[src/rtl/core/sks_pkg.sv]
// Shared constants, codes and control types for the sorted unique key set.
`default_nettype none
package sks_pkg;
  localparam int DEPTH   = 64;
  localparam int KEY_W   = 32;
  localparam int IDX_W   = $clog2(DEPTH);
  localparam int CNT_W   = $clog2(DEPTH + 1);
  localparam int CMD_W   = 3;
  localparam int ST_W    = 3;
  localparam int INDEX_W = 6;
  localparam int POS_W   = 6;
  localparam int COUNT_W = 7;

  localparam logic [CMD_W-1:0] CMD_INSERT = 3'd0;
  localparam logic [CMD_W-1:0] CMD_LOOKUP = 3'd1;
  localparam logic [CMD_W-1:0] CMD_REMOVE = 3'd2;
  localparam logic [CMD_W-1:0] CMD_READ   = 3'd3;
  localparam logic [CMD_W-1:0] CMD_CLEAR  = 3'd4;

  localparam logic [ST_W-1:0] ST_OK      = 3'd0;
  localparam logic [ST_W-1:0] ST_PRESENT = 3'd1;
  localparam logic [ST_W-1:0] ST_MISSING = 3'd2;
  localparam logic [ST_W-1:0] ST_FULL    = 3'd3;
  localparam logic [ST_W-1:0] ST_BADIDX  = 3'd4;

  typedef struct packed {
    logic capture;
    logic update;
    logic finish;
  } sks_ctl_t;
endpackage
`default_nettype wire

[src/rtl/core/sks_ctrl.sv]
// Sequencer: capture, update and finish steps for each item.
`default_nettype none
module sks_ctrl (
  input  logic              clk,
  input  logic              rst_n,
  input  logic              start,
  output logic              busy,
  output logic              done,
  output sks_pkg::sks_ctl_t ctl
);
  import sks_pkg::*;

  typedef enum logic [1:0] {
    S_IDLE,
    S_UPD,
    S_FIN
  } state_t;

  state_t state_r, state_nxt;
  logic   done_r;

  always_comb begin
    state_nxt = state_r;
    case (state_r)
      S_IDLE: if (start) state_nxt = S_UPD;
      S_UPD:  state_nxt = S_FIN;
      S_FIN:  state_nxt = S_IDLE;
      default: state_nxt = S_IDLE;
    endcase
  end

  always_ff @(posedge clk) begin
    if (!rst_n) begin
      state_r <= S_IDLE;
      done_r  <= 1'b0;
    end else begin
      state_r <= state_nxt;
      done_r  <= (state_r == S_FIN);
    end
  end

  assign busy        = (state_r != S_IDLE);
  assign done        = done_r;
  assign ctl.capture = start && (state_r == S_IDLE);
  assign ctl.update  = (state_r == S_UPD);
  assign ctl.finish  = (state_r == S_FIN);
endmodule
`default_nettype wire

[config.mk]
export PLATFORM = sky130hd
export DESIGN_NAME = sks_ctrl
export DESIGN_NICKNAME = d
export VERILOG_FILES = /design/src/rtl/core/sks_pkg.sv /design/src/rtl/core/sks_ctrl.sv
export SDC_FILE = /design/constraint.sdc
export NUM_CORES = 1
export LEC_CHECK = 0
export BUFFER_PORTS_ARGS = -buffer_cell sky130_fd_sc_hd__clkbuf_2
export CAP_MARGIN = 20
export CORE_AREA = 10 10 47 49
export CTS_CLUSTER_DIAMETER = 200
export CTS_CLUSTER_SIZE = 20
export DETAILED_ROUTE_END_ITERATION = 10
export DIE_AREA = 0 0 57 59
export HOLD_SLACK_MARGIN = 0.15
export PLACE_DENSITY = 0.3
export SETUP_SLACK_MARGIN = 0.02
export SYNTH_ARGS = -nofsm -noshare
export SYNTH_HDL_FRONTEND = slang
export SYNTH_SLANG_ARGS = --single-unit
[constraint.sdc]
create_clock -name clk -period 1 [get_ports clk]
set_input_delay 0.1 -clock clk [delete_from_list [all_inputs] [get_ports clk]]
set_output_delay 0.1 -clock clk [all_outputs]
set_load 0.005 [all_outputs]
== After elaboration in Yosys (flattened, before gate mapping) ==
Index checks and enable logic that the tools add are counted.

* Word-level logic and storage cells: 10
* Register bits: 3
* Bits of input ports: 3

* Equality and inequality tests: 3
* Muxes and demuxes: 2
* Reduce and logical (&&, ||, !) cells: 3

{| class="wikitable"
|+ Operators by type and width
! cell !! number
|-
| 2-bit case mux with 2 select lines || 1
|-
| 2-bit by 1-bit equality test with 1-bit output (second input constant) || 1
|-
| 2-bit equality test (second input constant) || 1
|-
| 2-bit logical NOT || 1
|-
| 2-bit two-way mux || 1
|-
| 2-bit != test (second input constant) || 1
|-
| 2-bit nonzero test || 1
|-
| 1-bit logical AND || 1
|}

== Logic depth before layout (Yosys ltp) ==
* Word-level depth: 2
* Depth in mapped cells: 2

== Least setup slack after synthesis ==
Ideal clock, no wire load.

* Path kind: flip-flop to output port
* Start: reg state_r[1]
* End: out ctl[1] (netlist name)
* Buffers on the path: 1
* Arrival: 691 ps
* Stages on the path, launching flop included: 3
* Path slack: 209 ps
* Path through: dfxtp_1 > and2b_2 > buf_4

{| class="wikitable"
|+ RTL lines
! item !! RTL line !! RTL
|-
| start: declaration || sks_ctrl.sv:19 || <nowiki>state_t state_r, state_nxt;</nowiki>
|-
| start signal: assignment || sks_ctrl.sv:37 || <nowiki>state_r <= state_nxt;</nowiki>
|-
| end: declaration || sks_ctrl.sv:9 || <nowiki>output sks_pkg::sks_ctl_t ctl</nowiki>
|}

== Worst setup path in the final report ==
* Start: reg state_r[1]
* End: out busy

* Longest elaborated chain between the ends: 1

{| class="wikitable"
|+ Ends and longest elaborated chain
! item !! RTL line !! RTL
|-
| 2-bit nonzero test || sks_ctrl.sv:42 || <nowiki>assign busy = (state_r != S_IDLE);</nowiki>
|-
| end: declaration || sks_ctrl.sv:7 || <nowiki>output logic busy,</nowiki>
|}

Every way passes these cells.

==> flow_summary.ini <==
[place]
numPortBuffers = 7
hpwl_um = 258
gp_congestion = 0.532

[synth]
syn-instance-count = 11
synth_top_area_share_pct = 45.7
yosysTopAreaCell = dfxtp_1
synth.avg_cell_area_um2 = 11.9
dominantRegCellSynth = dfxtp_1
ys_ff_latch = 3
ys_warn_count = 0
yosys-top-cells-count = 3 x dfxtp_1, 2 x and2b_2, 2 x and3b_2
synth_edf_count = 0
async_flop_share_pct = 0
syn-cell-area_um2 = 131
synthTopCellsByArea = dfxtp_1 46%, and3b_2 15%, and2b_2 13%
yosysSeqAreaShare_pct = 45.7
yosysUniqueCellTypes = 7
syn_nets = 14
synth_most_common_cell = dfxtp_1

[critical_path]
max_stage_delay_ns = 0.35
cp.required_ns = 0.90
worst-path-buf-inv = 1
critPathKind = flip-flop to primary output
crit_path_cell_trace = or2_4, clkbuf_2
cpMaxStageDelayCell = dfxtp_4
worstPathMaxFanout = 7
arrival_ns = 0.93
cp-start-kind = flip-flop
critPathCaptureType = primary output
critPathTopFamily = flip-flops

[detailed_routing]
antenna_left = 0
vias_per_cell = 3.21
drtPass1Iterations = 2
num_vias = 122
routed_wl_um = 371
routedWlPerCell_um = 9.76
route.detailed.drc = 0
drt-initial-drc-count = 1

[cts]
h-tree-depth = 1
worstSkewPairLatency_ns = 0.23
cts.sinks = 3
cts_inserted_buffers = 3
cts.reportedPaths.clkPinSlew_ns = 0.04
clockBufferDepth = 2
cts_tree = yes
root_buffer = clkbuf_4
post_cts.repair.setup_buffers = 0

[floorplan]
die_width_um = 57
ioPinCount = 8
design.core.area_um2 = 1400
rows = 14
start_util_pct = 9.38
dieArea_um2 = 3360
die_y_um = 59

[outcome]
status = finished with violations
violations = setup timing

[pwr]
p_per_area_nw_per_um2 = 1680
ir_drop_mv = 0.572
p_leak_nw = 0.112

[timing]
rsz0062_at_grt = yes
finalWorstSetupSlack_ns = -0.0344
setup_tns_ns = -0.0676
hold_viol = 0
period_share_pct = 103
fmax_mhz = 967
setup_viol_count_final = 3
worst_pin_slew_ns = 0.115
relSlewSlack_pct = 92.3
skew_ns = 0.00226
period_minus_slack_ns = 1.03
finalMaxSlewViolations = 0

[final_layout]
drive_gt1_share_pct = 86.4
n_fill_cell = 173
final_core_util_pct = 16.4
area_delta_synth_final_pct = 75.2
diodes = 0
nets = 26

[global_route]
grt_pass1_vias = 132
grt_overflow = 0
grt_max_degree = 8
grt_usage_pct = 2.59
grt_pass1_wl_um = 593
antenna_found_initial = 0

[worst_hold_path]
hold_class = input pin to flip-flop

[job]
drv_cap = 0
## worst paths after layout
kind                            from                      end  slack (ns)  cells after the start
max          state_r[1]$_SDFFE_PN0P_                     busy       -0.03                      2
min reg2reg  state_r[0]$_SDFFE_PN0P_  state_r[1]$_SDFFE_PN0P_        0.56                      1
min                            start  state_r[0]$_SDFFE_PN0P_        0.19                      2
max reg2reg  state_r[0]$_SDFFE_PN0P_  state_r[0]$_SDFFE_PN0P_        0.30                      1
## cells by family (layout without fill, tap and decap cells)
logic type    after synthesis  count (layout)  synth area share (%)
buf+inv                     1              12                  5.72
flops                       3               3                  45.7
simple gates                7               7                  48.6
## final cells by class
cell class,instances,area (um2),share of cell area (%)
clock buffers,4,26.3,11.4
repair buffers,8,45.0,19.6
multi-input cells,7,71.3,31.0
flip-flops and latches,3,67.6,29.3
well taps,16,20.0,8.70
## stage by stage
stage	total power, W	instances	hold WS (ns)	area (um2)	worst slack [ns]
floorplan	0.000152	11	0.277	131	0.209
global placement	0.000168	33	0.387	179	0.164
detailed placement	0.000168	33	0.395	179	0.148
CTS	0.000398	38	0.177	223	-0.0305
global route	0.000420	38	0.187	230	-0.0690
finish	0.000387	38	0.187	230	-0.0344
## where the power goes
part	internal, W	total [W]	switching, W	leakage (nW)
registers	0.000123	0.000130	0.00000674	0.0259
logic	0.0000280	0.0000406	0.0000126	0.0711
clock network	0.000150	0.000216	0.0000663	0.0150
## routing by layer
layer  wire [um]  up-vias  GRT usage (%)  part of all wire, %
li1            -       60              -                    -
met1         180       51           2.24                   49
met2         113        9           2.48                   30
met3          59        2           2.79                   16
met4          17        0           4.03                  4.6
met5           0        -              0                    0
## placed cells by master (no fill, tap or decap)
cell           n
clkbuf_4       3
clkbuf_2       6
and4bb_2       1
buf_2          1
nor3b_2        1
dfxtp_4        2
and3b_2        2
and2b_2        2
dfxtp_1        1
clkbuf_1       1
or2_4          1
dlygate4sd3_1  1
## state kept, by name, indices dropped and copies added (netlist names)
name,flops
state_r,2
done,1
## repair_timing
item / 4_1_cts / 5_1_grt
gates resized for setup: 4 / 3
endpoints found under the setup margin: 4 / 4
endpoints found under the hold margin: 1 / 0
hold buffers: 1 / 0
(Power assumes the default switching activity.)
